[config.mk]
export PLATFORM = sky130hd
export DESIGN_NAME = scc_ram
export DESIGN_NICKNAME = d
export VERILOG_FILES = /design/src/rtl/scc_ram.sv
export SDC_FILE = /design/constraint.sdc
export NUM_CORES = 2
export LEC_CHECK = 0
export BUFFER_PORTS_ARGS = -buffer_cell sky130_fd_sc_hd__buf_2
export CORE_UTILIZATION = 24
export CTS_CLUSTER_SIZE = 20
export DETAILED_ROUTE_END_ITERATION = 8
export PLACE_DENSITY = 0.47
export SETUP_SLACK_MARGIN = 0.1
export SLEW_MARGIN = 30
export SYNTH_ARGS = -nofsm -noshare
export SYNTH_HDL_FRONTEND = slang
export SYNTH_SLANG_ARGS = --single-unit
[constraint.sdc]
create_clock -name clk -period 10 [get_ports clk]
set_input_delay 0.5 -clock clk [delete_from_list [all_inputs] [get_ports clk]]
set_output_delay 0.5 -clock clk [all_outputs]
set_load 0.02 [all_outputs]
[src/rtl/scc_ram.sv]
// Generic single-write, single-read RAM with registered read data.
// No dependencies.
module scc_ram #(
  parameter int unsigned WIDTH = 32,
  parameter int unsigned DEPTH = 100
) (
  input  logic                     clk,
  input  logic                     we,
  input  logic [$clog2(DEPTH)-1:0] waddr,
  input  logic [WIDTH-1:0]         wdata,
  input  logic [$clog2(DEPTH)-1:0] raddr,
  output logic [WIDTH-1:0]         rdata
);

  logic [WIDTH-1:0] mem [DEPTH];
  logic [WIDTH-1:0] rdata_r;

  always_ff @(posedge clk) begin
    if (we) begin
      mem[waddr] <= wdata;
    end
    rdata_r <= mem[raddr];
  end

  assign rdata = rdata_r;

endmodule

==> results.cfg <==
[synth]
yosys_most_used_dff = edfxtp_1
yosysWarningCount = 0
synth_area_leaders = edfxtp_1 78%, mux4_2 13%, mux2i_1 2.0%
synth_top_area_share_pct = 78.2
synth.avg_cell_area_um2 = 22.3
synthArstFlopShare_pct = 0
synth_area_leader_cell = edfxtp_1
ys_seq_elements = 3232
syn_nets = 5550
postSynthCellCount = 5502
synth_edf_count = 3200
synth_cell_types = 57
synth_area_mm2 = 0.123
ys_seq_area_share_pct = 78.7

[placement]
dpl_worst_slack_ns = 4.86
placed_cells = 12200
placed_area_mm2 = 0.133
io_buffers = 79
dp_hpwl_um = 228000
gp_congestion = 0.803

[timing]
setup_ws_ns = 5.97
max_freq_mhz = 248
fin_tns_setup_ns = 0
finalHoldViolations = 0
finalMaxSlewViolations = 0
grt_setup_unrepaired = false
finalClockSkew_ns = 0.0391
slew_headroom_pct = 23.3
worstMarginPinSlew_ns = 1.15
post-route-period-util_pct = 40.3
setup_viol_count_final = 0
final.min_clock_period_ns = 4.03

[clocking]
clock_sinks = 3232
cts_tree = built
cts_made_buffers = 344
cts_buffer_depth = 4
cts_root_buf = clkbuf_16
clk_latency_ns = 0.93
cts_post_setup_buffers_inserted = 0
ctsHtreeMaxLevel = 5
clk_pin_slew_ns = 0.06

[die]
die_y_um = 718
core_area_mm2 = 0.509
num_rows = 262
initial_core_util_pct = 24.1
dieArea_mm2 = 0.515
io_pins = 80
dieWidth_um = 718

[setup_path]
path_cells = buf_8 > buf_4 > buf_4 > mux4_2 > a22oi_1 > nand4_1 > a221oi_1 > o21ai_1
end_kind = flop
crit_type = input port to flop
critPathArrivalTime_ns = 4.80
ff2ff_path_depth = 5
crit_top_cell = buf_4
r2r_slack_ns = 6.98
cp_num_buf_inv = 3
startpoint_type = input port
cp_slowest_cell = a221oi_1
required_ns = 10.77
critPathMaxStageDelay_ns = 0.84
cp_top_family = buffers and inverters
crit_fanout = 55
cp.depth = 8

[global_routing]
grt_max_degree = 137
grt_usage_pct = 15.2
grt_pass1_vias = 62100
antenna_found_initial = 49
overflow = 0
grt_pass1_wl_um = 545000

[routing]
final_antenna_net_count = 0
drt-wirelength-per-cell_um = 31.2
wirelength_um = 403000
drc_errors = 0
drtIter0Drc = 7948
first_pass_iters = 5
post_drt_via_cell_ratio = 4.78
via_count = 61700

[finish]
final.fill_count = 49900
multiInputGateArea_mm2 = 0.0254
syn_to_final_growth_pct = 17.3
final_area_mm2 = 0.144
layoutNonFillerInstCount = 12900
final_util_pct = 28.3
fin_nets = 5929
drive_above_1_share_pct = 27.1
seq_area_mm2 = 0.0967

[power_and_ir_drop]
pwr_density_cell_mw_per_mm2 = 200
ir_drop_mv = 0.139
leakagePower_nw = 43.7

[hold_path]
hold_path.class = input port to flop
hold_path_depth = 1

[job]
cap_violations = 0

[outcome]
status = finished clean
report_power, final:
part           internal [W]  leakage (nW)  switching, W
clock               0.00699          5.28       0.00538
combinational      0.000458          9.42       0.00104
sequential           0.0150          29.0     0.0000670
area by class of cell:
cell class,instances,area share (%)
inverters,5,0.0148
repair buffers,336,1.88
flip-flops and latches,3232,67.1
clock buffers,435,6.37
clock inverters,184,1.14
multi-input cells,1962,17.6
well taps,6732,5.84
diodes,23,0.0399
worst paths after layout:
| kind | start | end |
|---|---|---|
| max | raddr[2] | rdata[27] |
| min | wdata[6] | mem[63][6] |
| max reg2reg | mem[6][27] | rdata[27] |
| min reg2reg | mem[96][4] | rdata[4] |
flip-flops by register name (all words and copies together), names as in the netlist:
signal  count
rdata      32
mem      3200
cell usage after synthesis (12+ instances only):
cell type,instances
o2111ai_1,12
nand4_1,30
clkbuf_1,119
buf_6,28
o22ai_1,25
a22oi_1,195
o21ai_0,88
nand2b_1,12
buf_4,44
a21oi_1,30
a31oi_1,21
edfxtp_1,3200
nor2_1,156
buf_2,96
nor3_1,28
buf_1,12
nand2_1,139
nor2b_1,27
nand3_1,84
o21ai_1,16
dfxtp_1,32
mux4_2,723
a221oi_1,43
mux2i_1,249
what timing repair did:
item	in CTS	in global routing
resized for setup	0	0
hold buffers	22	0
hold endpoints to repair	457	0
placed cells by master (no fill, tap or decap), types with 7 or more instances in the layout:
cell / synthesis / final
edfxtp_1: 3200 / 3200
mux4_2: 723 / 723
clkbuf_16: 0 / 348
mux2i_1: 249 / 249
buf_4: 44 / 241
a22oi_1: 195 / 195
nand2_1: 139 / 138
nor2_4: 0 / 100
nand3_1: 84 / 83
o21ai_0: 88 / 73
clkbuf_1: 119 / 73
clkinv_1: 1 / 72
clkinv_2: 0 / 60
nor2_1: 156 / 53
buf_2: 96 / 42
a221oi_1: 43 / 41
dfxtp_1: 32 / 31
nand4_1: 30 / 30
o21ai_1: 16 / 27
o22ai_1: 25 / 25
diode_2: 0 / 23
nor3_1: 28 / 23
dlygate4sd3_1: 0 / 22
a31oi_1: 21 / 21
a21oi_1: 30 / 20
nor2b_1: 27 / 20
bufinv_16: 0 / 18
buf_6: 28 / 17
clkbuf_8: 0 / 14
nand2b_1: 12 / 12
o2111ai_1: 12 / 12
buf_12: 2 / 11
a21oi_2: 0 / 10
o221ai_1: 8 / 8
clkinvlp_4: 0 / 8
o211ai_1: 7 / 7
a2111oi_0: 7 / 7
clkinv_16: 0 / 7
inv_6: 0 / 7
through the flow:
step	hold slack, ns	power (W)
after floorplan	0.599	0.0160
after global placement	0.764	0.0168
after detailed placement	0.749	0.0168
after CTS	0.0220	0.0291
after global routing	0.0613	0.0297
final	0.0701	0.0289
cells by family after synthesis:
logic type	share of synthesized area (%)
compound gates	2.78
buf+inv	1.39
flops	78.7
simple gates	1.81
mux	15.3
routing by layer:
layer / GRT usage (%) / up-vias / part of all wire [%]
li1: - / 24200 / -
met1: 20.9 / 34300 / 42
met2: 24.2 / 2539 / 47
met3: 2.87 / 537 / 7.5
met4: 4.79 / 26 / 3.5
met5: 0 / - / 0.040
No activity file was read; power rests on OpenSTA's default activity.
