$ cat src/rtl/scc_pkg.sv
// Shared types and constants for the servo force-curve correction block.
// Used by the top level, the iterative divider and the port checker.
// No dependencies.
package scc_pkg;

  // Item kind carried on in_tuser
  localparam logic OP_LOAD    = 1'b0;
  localparam logic OP_CORRECT = 1'b1;

  // Configuration register indexes
  localparam int unsigned CFG_IDX_W = 3;
  localparam logic [CFG_IDX_W-1:0] REG_PWM_MIN     = 3'd0;
  localparam logic [CFG_IDX_W-1:0] REG_PWM_NEUTRAL = 3'd1;
  localparam logic [CFG_IDX_W-1:0] REG_PWM_MAX     = 3'd2;
  localparam logic [CFG_IDX_W-1:0] REG_MAX_ANGLE   = 3'd3;
  localparam logic [CFG_IDX_W-1:0] REG_MAX_FORCE   = 3'd4;

  // Angles, unsigned Q9.8 degrees
  localparam int unsigned ANG_W = 17;
  localparam logic [ANG_W-1:0] ANG_LOW  = 17'd10240;
  localparam logic [ANG_W-1:0] ANG_MID  = 17'd23040;
  localparam logic [ANG_W-1:0] ANG_HIGH = 17'd35840;

  // Divider geometry
  localparam int unsigned DIV_REM_W = 33;
  localparam int unsigned DIV_Q_W   = 32;
  localparam int unsigned DIV_CNT_W = 6;

  typedef struct packed {
    logic                 start;
    logic [DIV_REM_W-1:0] rem_init;
    logic [DIV_Q_W-1:0]   q_init;
    logic [DIV_CNT_W-1:0] steps;
    logic [DIV_REM_W-1:0] divisor;
  } div_req_t;

  typedef struct packed {
    logic               done;
    logic [DIV_Q_W-1:0] quot;
  } div_rsp_t;

endpackage

$ cat src/rtl/scc_div.sv
// Iterative restoring divider, one quotient bit per cycle.
// Depends on scc_pkg for the request and response structs.
module scc_div (
  input  logic              clk,
  input  logic              rst_n,
  input  scc_pkg::div_req_t req,
  output scc_pkg::div_rsp_t rsp
);

  logic [scc_pkg::DIV_REM_W-1:0] rem_r, rem_nxt;
  logic [scc_pkg::DIV_Q_W-1:0]   q_r, q_nxt;
  logic [scc_pkg::DIV_REM_W-1:0] dsr_r, dsr_nxt;
  logic [scc_pkg::DIV_CNT_W-1:0] cnt_r, cnt_nxt;
  logic                          busy_r, busy_nxt;
  logic [scc_pkg::DIV_REM_W:0]   shifted;
  logic [scc_pkg::DIV_REM_W:0]   diff;
  logic                          fits;

  // Shift in the next dividend bit and try the subtract
  assign shifted = {rem_r, q_r[scc_pkg::DIV_Q_W-1]};
  assign diff    = shifted - {1'b0, dsr_r};
  assign fits    = shifted >= {1'b0, dsr_r};

  always_comb begin
    rem_nxt  = rem_r;
    q_nxt    = q_r;
    dsr_nxt  = dsr_r;
    cnt_nxt  = cnt_r;
    busy_nxt = busy_r;
    if (req.start) begin
      rem_nxt  = req.rem_init;
      q_nxt    = req.q_init;
      dsr_nxt  = req.divisor;
      cnt_nxt  = req.steps;
      busy_nxt = 1'b1;
    end else if (busy_r) begin
      if (cnt_r != '0) begin
        rem_nxt = fits ? diff[scc_pkg::DIV_REM_W-1:0] : shifted[scc_pkg::DIV_REM_W-1:0];
        q_nxt   = {q_r[scc_pkg::DIV_Q_W-2:0], fits};
        cnt_nxt = cnt_r - 1'b1;
      end else begin
        busy_nxt = 1'b0;
      end
    end
  end

  always_ff @(posedge clk) begin
    if (!rst_n) begin
      busy_r <= 1'b0;
    end else begin
      busy_r <= busy_nxt;
    end
    rem_r <= rem_nxt;
    q_r   <= q_nxt;
    dsr_r <= dsr_nxt;
    cnt_r <= cnt_nxt;
  end

  assign rsp.done = busy_r && (cnt_r == '0);
  assign rsp.quot = q_r;

endmodule

$ cat config.mk
export PLATFORM = sky130hd
export DESIGN_NAME = scc_div
export DESIGN_NICKNAME = d
export VERILOG_FILES = /design/src/rtl/scc_pkg.sv /design/src/rtl/scc_div.sv
export SDC_FILE = /design/constraint.sdc
export NUM_CORES = 1
export LEC_CHECK = 0
export ABC_AREA = 1
export BUFFER_PORTS_ARGS = -buffer_cell sky130_fd_sc_hd__buf_4
export CAP_MARGIN = 20
export CORE_UTILIZATION = 50
export CTS_CLUSTER_DIAMETER = 60
export DETAILED_ROUTE_END_ITERATION = 16
export HOLD_SLACK_MARGIN = 0.08
export PLACE_DENSITY = 0.73
export SLEW_MARGIN = 20
export SYNTH_ARGS = -nofsm -noshare
export SYNTH_HDL_FRONTEND = slang
export SYNTH_SLANG_ARGS = --single-unit
$ cat constraint.sdc
create_clock -name clk -period 3.2 [get_ports clk]
set_input_delay 0.32 -clock clk [delete_from_list [all_inputs] [get_ports clk]]
set_output_delay 0.32 -clock clk [all_outputs]
set_load 0.02 [all_outputs]
==> results of run 1 <==
-- report_power, final --
| group | total [mW] | internal [mW] | switching, mW |
|---|---|---|---|
| combinational | 2.18 | 0.822 | 1.35 |
| clock | 1.08 | 0.543 | 0.533 |
| sequential | 1.86 | 1.76 | 0.0975 |
| total | 5.11 | 3.13 | 1.98 |
-- logic make-up (layout without fill, tap and decap cells) --
family	count (synthesis)	in the layout	synth area share
and+or+nand+nor	625	625	0.362
buffers and inverters	197	333	0.106
DFF	105	105	0.427
adders and majority gates	36	36	0.0622
AOI/OAI and AO/OA	31	31	0.0231
xor gates and xnor gates	17	17	0.0202
-- cells in the final DEF (no fill, tap or decap), types with 6 or more instances in the layout --
master                      instances
sky130_fd_sc_hd__nor2_1            46
sky130_fd_sc_hd__inv_1            166
sky130_fd_sc_hd__edfxtp_1         104
sky130_fd_sc_hd__nand3b_1          39
sky130_fd_sc_hd__buf_4            143
sky130_fd_sc_hd__nand2_1          448
sky130_fd_sc_hd__nand3_1           59
sky130_fd_sc_hd__a21oi_1           17
sky130_fd_sc_hd__ha_1              35
sky130_fd_sc_hd__nor3_1             6
sky130_fd_sc_hd__nand2_2            8
sky130_fd_sc_hd__clkbuf_16          9
sky130_fd_sc_hd__o21ai_0            7
sky130_fd_sc_hd__xnor2_1           14
-- sequential cells by signal, indices dropped and copies added, names as in the netlist --
register and count:
cnt_r 6, q_r 32, rem_r 33, busy_r 1
dsr_r 33
-- cell type report --
| class | count | area, um^2 |
|---|---|---|
| Inverter | 173 | 649 |
| Sequential cell | 105 | 3140 |
| Timing Repair Buffer | 144 | 1090 |
| Tap cell | 180 | 225 |
| Clock inverter | 6 | 52.6 |
| Multi-Input combinational cell | 709 | 3450 |
| Clock buffer | 10 | 229 |
| Fill cell | 1329 | 5310 |
-- worst min-delay path by stage --
stage / from / slack [ps] / end
finish: req[12] / 130 / dsr_r[12]$_DFFE_PP_
global route: req[30] / 120 / dsr_r[30]$_DFFE_PP_
CTS: req[1] / 120 / dsr_r[1]$_DFFE_PP_
detailed placement: req[7] / 500 / dsr_r[7]$_DFFE_PP_
global placement: req[7] / 500 / dsr_r[7]$_DFFE_PP_
floorplan: req[0] / 420 / dsr_r[0]$_DFFE_PP_
-- metal layers --
layer,track usage,vias up,part of all wire
met3,0.0660,24,0.065
met1,0.318,2876,0.45
met2,0.440,169,0.47
met5,0,-,0
li1,-,3408,-
met4,0.0745,0,0.017
==> PnR_summary.wiki, run 1 <==
{| class="wikitable"
! Metric !! Value
|-
| Number of stages on the worst setup path || 13
|-
| Setup violation total in the final timing report || 0
|-
| Hold bufs inserted after CTS || 0
|-
| Die boundary width || between 100 and 150 um
|-
| Post-synthesis area per instance || 7.29 um^2
|-
| Number of instances in the synthesized netlist || 1011
|-
| Largest net degree at the start of global routing || between 70 and 80
|-
| Ordered list of cells on the worst path || inv_1 -> ha_1 -> inv_1 -> fa_1 -> nand3_1 -> nand3_2 -> nand2_2 -> nand2_2 -> nand2_2 -> buf_4 -> nand3b_1 -> nand3_1 -> nand2_1
|-
| Total Routing Usage GR || 0.257
|-
| Warning count from the yosys run || 0
|-
| Detail Route Antenna Nets || 0
|-
| Critical path class || flop to flop
|-
| Row count || 43
|-
| Power, Total || slightly above 5 mW
|-
| Count of unresolved DRC violations after routing || 0
|-
| Routed wire length per instance || 13.6 um
|-
| Number of nets in the synthesized netlist || about 1200
|-
| Utilization after layout || 0.625
|-
| Layout Nets || ~1300
|-
| Post-synthesis cell type count || 35
|-
| Final standard cell area without fillers || between 8000 and 9000 um^2
|-
| Critical path buffers and inverters || 3
|-
| Post-layout min period || 2700 ps
|-
| CTS Root Cell || sky130_fd_sc_hd__clkbuf_16
|-
| Final Hold Viols || 0
|-
| Insertion delay to the later sink of the worst-skew pair || roughly 360 ps
|-
| Synthesized cell area || between 7000 and 8000 um^2
|-
| Max-slew violations || 0
|-
| Maximum vdd drop || approximately 0.00034 V
|-
| Count of input and output buffers || around 140
|-
| Routed wire length || about 18000 um
|-
| Gates resized, CTS repair || 0
|-
| Most prevalent standard cell on the critical path || sky130_fd_sc_hd__nand2_2
|-
| Capture point of the worst path || rem_r[16]$_DFFE_PP_
|-
| Required time at the endpoint of the critical path || between 3000 and 4000 ps
|-
| Maximum cell stage delay along the critical path || ~420 ps
|-
| Top cell type's share of synthesized area || 0.424
|-
| Area added between synthesis and finish || 20.0%
|-
| Category of the worst setup path capture point || flop
|-
| Die boundary height || between 100 and 150 um
|-
| Area of the core || between 10000 and 15000 um^2
|-
| Htree depth || 3
|-
| IO Count || 140
|-
| Fin cells || between 1000 and 1500
|-
| Reg2reg path depth || 13
|-
| Number of max-capacitance violations reported || 0
|-
| Number of enable flip-flop cells after synthesis || ~100
|-
| Number of DRC markers in iteration 0 || a little under 500
|-
| Wire length of the first global-routing pass || approximately 30000 um
|-
| Worst-path clk slew || approximately 70 ps
|-
| Final setup TNS || 0 ps
|-
| Gp weighted congestion || around 1
|-
| Clock sinks || between 100 and 150
|-
| DP HPWL || about 14000 um
|-
| TritonCTS clock tree || yes
|-
| Ratio of cells with drive above 1 in the final layout || 0.159
|-
| Instance area at placement || ~8600 um^2
|-
| Post-route setup slack || ~500 ps
|-
| Worst flop-to-flop path startpoint || q_r[31]$_DFFE_PP_
|-
| Total iterations of the first detailed-routing run || 5
|-
| Top flip-flop cell by instance count after synthesis || sky130_fd_sc_hd__edfxtp_1
|-
| Worst-Margin Slew || 739 ps
|-
| TritonCTS buffer count || 9
|-
| Crit Path Max Fanout || 21
|-
| Overall via count from detail_route || 6477
|-
| Final antenna diode count || 0
|-
| Cell with the biggest individual delay on the critical path || sky130_fd_sc_hd__fa_1
|-
| Minimum setup slack among reg-to-reg paths || roughly 500 ps
|-
| Number of global-route vias before repair || between 6000 and 7000
|-
| Initial Utilization || 0.521
|-
| Unrepaired setup endpoints after global routing || no
|-
| Worst-case clock skew || between 8 and 9 ps
|-
| Initial antenna violation count || 0
|-
| Count of state elements after synthesis || about 110
|-
| Synth top cells by count || sky130_fd_sc_hd__nand2_1, sky130_fd_sc_hd__inv_1, sky130_fd_sc_hd__edfxtp_1, sky130_fd_sc_hd__nand3_1, sky130_fd_sc_hd__nor2_1
|-
| Highest attainable clock frequency || roughly 370 MHz
|-
| Largest area contributor in the synthesized netlist || sky130_fd_sc_hd__edfxtp_1
|-
| Data arrival, critical path || ~2800 ps
|-
| Most frequent cell after synthesis || sky130_fd_sc_hd__nand2_1
|-
| Deepest clock path buffer count || 2
|-
| Die outline area || ~15000 um^2
|-
| Avg Vias per Cell || slightly below 5
|-
| Post-CTS Repair Setup Buffers || 0
|-
| End of the worst register-to-register path || rem_r[16]$_DFFE_PP_
|-
| Crit path launch || q_r[31]$_DFFE_PP_
|-
| Post-placement cell count || about 1300
|-
| Pwr per Cell Area || ~580 nW/um^2
|-
| Category of the worst setup path launch point || flop
|-
| Final critical-path share of the clock period || 0.845
|-
| Reported leakage power || about 4.7 nW
|-
| Worst hold path class || input pin to flop
|-
| Hold Path Cell Cnt || 1
|-
| Seq/Total Area, Yosys || 0.427
|-
| Remaining global-route overflow || 0
|-
| Share of synthesized flip-flops with an asynchronous set or reset || 0
|-
| Max-slew headroom at the worst pin || 0.507
|-
| Worst slack at placement || 471 ps
|-
| Status || finished clean
|-
| Worst slack on hold paths || between 100 and 150 ps
|-
| Leading cell types by total area after synthesis || sky130_fd_sc_hd__edfxtp_1, sky130_fd_sc_hd__nand2_1, sky130_fd_sc_hd__inv_1
|-
| Gate family responsible for the most delay along the worst path || simple AND/OR/NAND/NOR gates
|}
Power figures use the tool's default switching activity.
==> inputs of run 2 (changes only) <==
clock period = 2.7 ns   (was 3.2 ns; I/O delays follow)
==> PnR_summary.wiki, run 2 (synthesis gave the netlist of run 1 again) <==
{| class="wikitable"
! Metric !! Value
|-
| Status || finished clean
|-
| Category of the worst setup path capture point || flop
|-
| Remaining global-route overflow || 0
|-
| Worst-Margin Slew || slightly below 800 ps
|-
| Post-layout min period || about 2500 ps
|-
| Area added between synthesis and finish || 25.1%
|-
| Final setup TNS || 0 ps
|-
| Number of max-capacitance violations reported || 0
|-
| Layout Nets || between 1000 and 1500
|-
| Area of the core || about 14000 um^2
|-
| Crit Path Max Fanout || 17
|-
| Row count || between 40 and 50
|-
| TritonCTS buffer count || 9
|-
| Largest net degree at the start of global routing || ~110
|-
| DP HPWL || around 14000 um
|-
| TritonCTS clock tree || yes
|-
| Initial Utilization || 0.521
|-
| Count of input and output buffers || roughly 140
|-
| Total iterations of the first detailed-routing run || 5
|-
| Wire length of the first global-routing pass || 30000 um
|-
| Critical path class || flop to flop
|-
| Final standard cell area without fillers || 9220 um^2
|-
| Worst-case clock skew || approximately 13 ps
|-
| Total Routing Usage GR || 0.257
|-
| Gp weighted congestion || 0.967
|-
| Number of DRC markers in iteration 0 || 394
|-
| Max-slew headroom at the worst pin || 0.477
|-
| Most common cell after layout, fill and taps aside || sky130_fd_sc_hd__nand2_1
|-
| Count of unresolved DRC violations after routing || 0
|-
| Hold Path Cell Cnt || 2
|-
| Post-route setup slack || 233 ps
|-
| Detail Route Antenna Nets || 0
|-
| Pwr per Cell Area || between 600 and 700 nW/um^2
|-
| Maximum vdd drop || between 0.0004 and 0.0005 V
|-
| Htree depth || 3
|-
| Worst slack at placement || around 240 ps
|-
| Initial antenna violation count || 0
|-
| Largest registers ranked by flip-flop count || dsr_r (33), rem_r (33), q_r (32)
|-
| Worst-path clk slew || 80 ps
|-
| Reported leakage power || between 4 and 5 nW
|-
| IO Count || 140
|-
| Routed wire length || ~18000 um
|-
| Power, Total || ~6.2 mW
|-
| Instance area at placement || 8570 um^2
|-
| Gates resized, CTS repair || 0
|-
| CTS Root Cell || sky130_fd_sc_hd__clkbuf_16
|-
| Number of global-route vias before repair || between 6000 and 7000
|-
| Avg Vias per Cell || about 4.8
|-
| Fin cells || 1362
|-
| Deepest clock path buffer count || 2
|-
| Maximum cell stage delay along the critical path || about 420 ps
|-
| Reg2reg path depth || 15
|-
| Ratio of cells with drive above 1 in the final layout || 0.157
|-
| Die boundary height || around 120 um
|-
| Insertion delay to the later sink of the worst-skew pair || approximately 370 ps
|-
| Die outline area || around 15000 um^2
|-
| Overall via count from detail_route || 6594
|-
| Post-placement cell count || 1313
|-
| Final critical-path share of the clock period || 0.914
|-
| Final Hold Viols || 0
|-
| Die boundary width || about 120 um
|-
| Data arrival, critical path || approximately 2600 ps
|-
| Worst hold path class || input pin to flop
|-
| Leading cell types in the layout, fill and taps excluded || sky130_fd_sc_hd__nand2_1, sky130_fd_sc_hd__inv_1, sky130_fd_sc_hd__buf_4
|-
| Routed wire length per instance || approximately 13 um
|-
| Post-CTS Repair Setup Buffers || 0
|-
| Ordered list of cells on the worst path || inv_1 -> ha_1 -> inv_1 -> fa_1 -> nand3_1 -> nand3_2 -> nand2_2 -> nand2_2 -> nand2_2 -> buf_4 -> nand3_1 -> nand2_1 -> inv_1 -> nand2_1 -> nand2_1
|-
| Unrepaired setup endpoints after global routing || no
|-
| Cell with the biggest individual delay on the critical path || sky130_fd_sc_hd__fa_1
|-
| Required time at the endpoint of the critical path || ~2800 ps
|-
| Highest attainable clock frequency || 405 MHz
|-
| Max-slew violations || 0
|-
| Final antenna diode count || 0
|-
| Category of the worst setup path launch point || flop
|-
| Clock sinks || about 110
|-
| Setup violation total in the final timing report || 0
|}
[run 2: cell types whose count changed in the layout (fill, tap and decap cells not counted), sizes merged]
cell and change:
inv -1, dlygate4sd3 +33, clkinv +2, clkbuf -1, buf +2
[run 2: layout make-up]
type / count / area, um^2
clock inverters: 7 / 85.1
fillers: 1284 / 4930
repair buffers: 179 / 1440
well taps: 180 / 225
inverters: 173 / 649
clock buffers: 9 / 225
multi-input cells: 709 / 3450
flip-flops and latches: 105 / 3140
[run 2: critical path: cells and delay by family (launching register included)]
family        cells  cell delay (ps)
buf+inv           4              490
simple gates      9              800
fa+ha+maj         2              570
flops             1              390
[run 2: layer usage]
metal,vias to the layer above,global-route usage,share of wire
met5,-,0,0
met4,0,0.0708,0.018
met3,23,0.0738,0.068
met2,186,0.446,0.47
met1,2911,0.311,0.44
li1,3474,-,-
[run 2: what timing repair did]
action / in CTS / in global routing
setup endpoints to repair: 0 / 0
hold endpoints to repair: 33 / 0
hold buffers: 33 / 0
[run 2: where the power goes]
part | switching, mW | internal [mW]
Combinational | 1.61 | 1.01
Clock | 0.715 | 0.662
Sequential | 0.115 | 2.09
Total | 2.45 | 3.76
[run 2: final timing paths]
kind / startpoint / to / slack [ps]
max: q_r[31]$_DFFE_PP_ / rem_r[31]$_DFFE_PP_ / 230
min: rst_n / busy_r$_SDFF_PN0_ / 160
max reg2reg: q_r[31]$_DFFE_PP_ / rem_r[31]$_DFFE_PP_ / 230
min reg2reg: busy_r$_SDFF_PN0_ / busy_r$_SDFF_PN0_ / 540
[run 2: through the flow]
stage	util	hold slack, ps
final	0.651	159
after detailed placement	0.606	449
after floorplan	-	369
after global placement	0.606	448
after global routing	0.651	155
after CTS	0.651	152
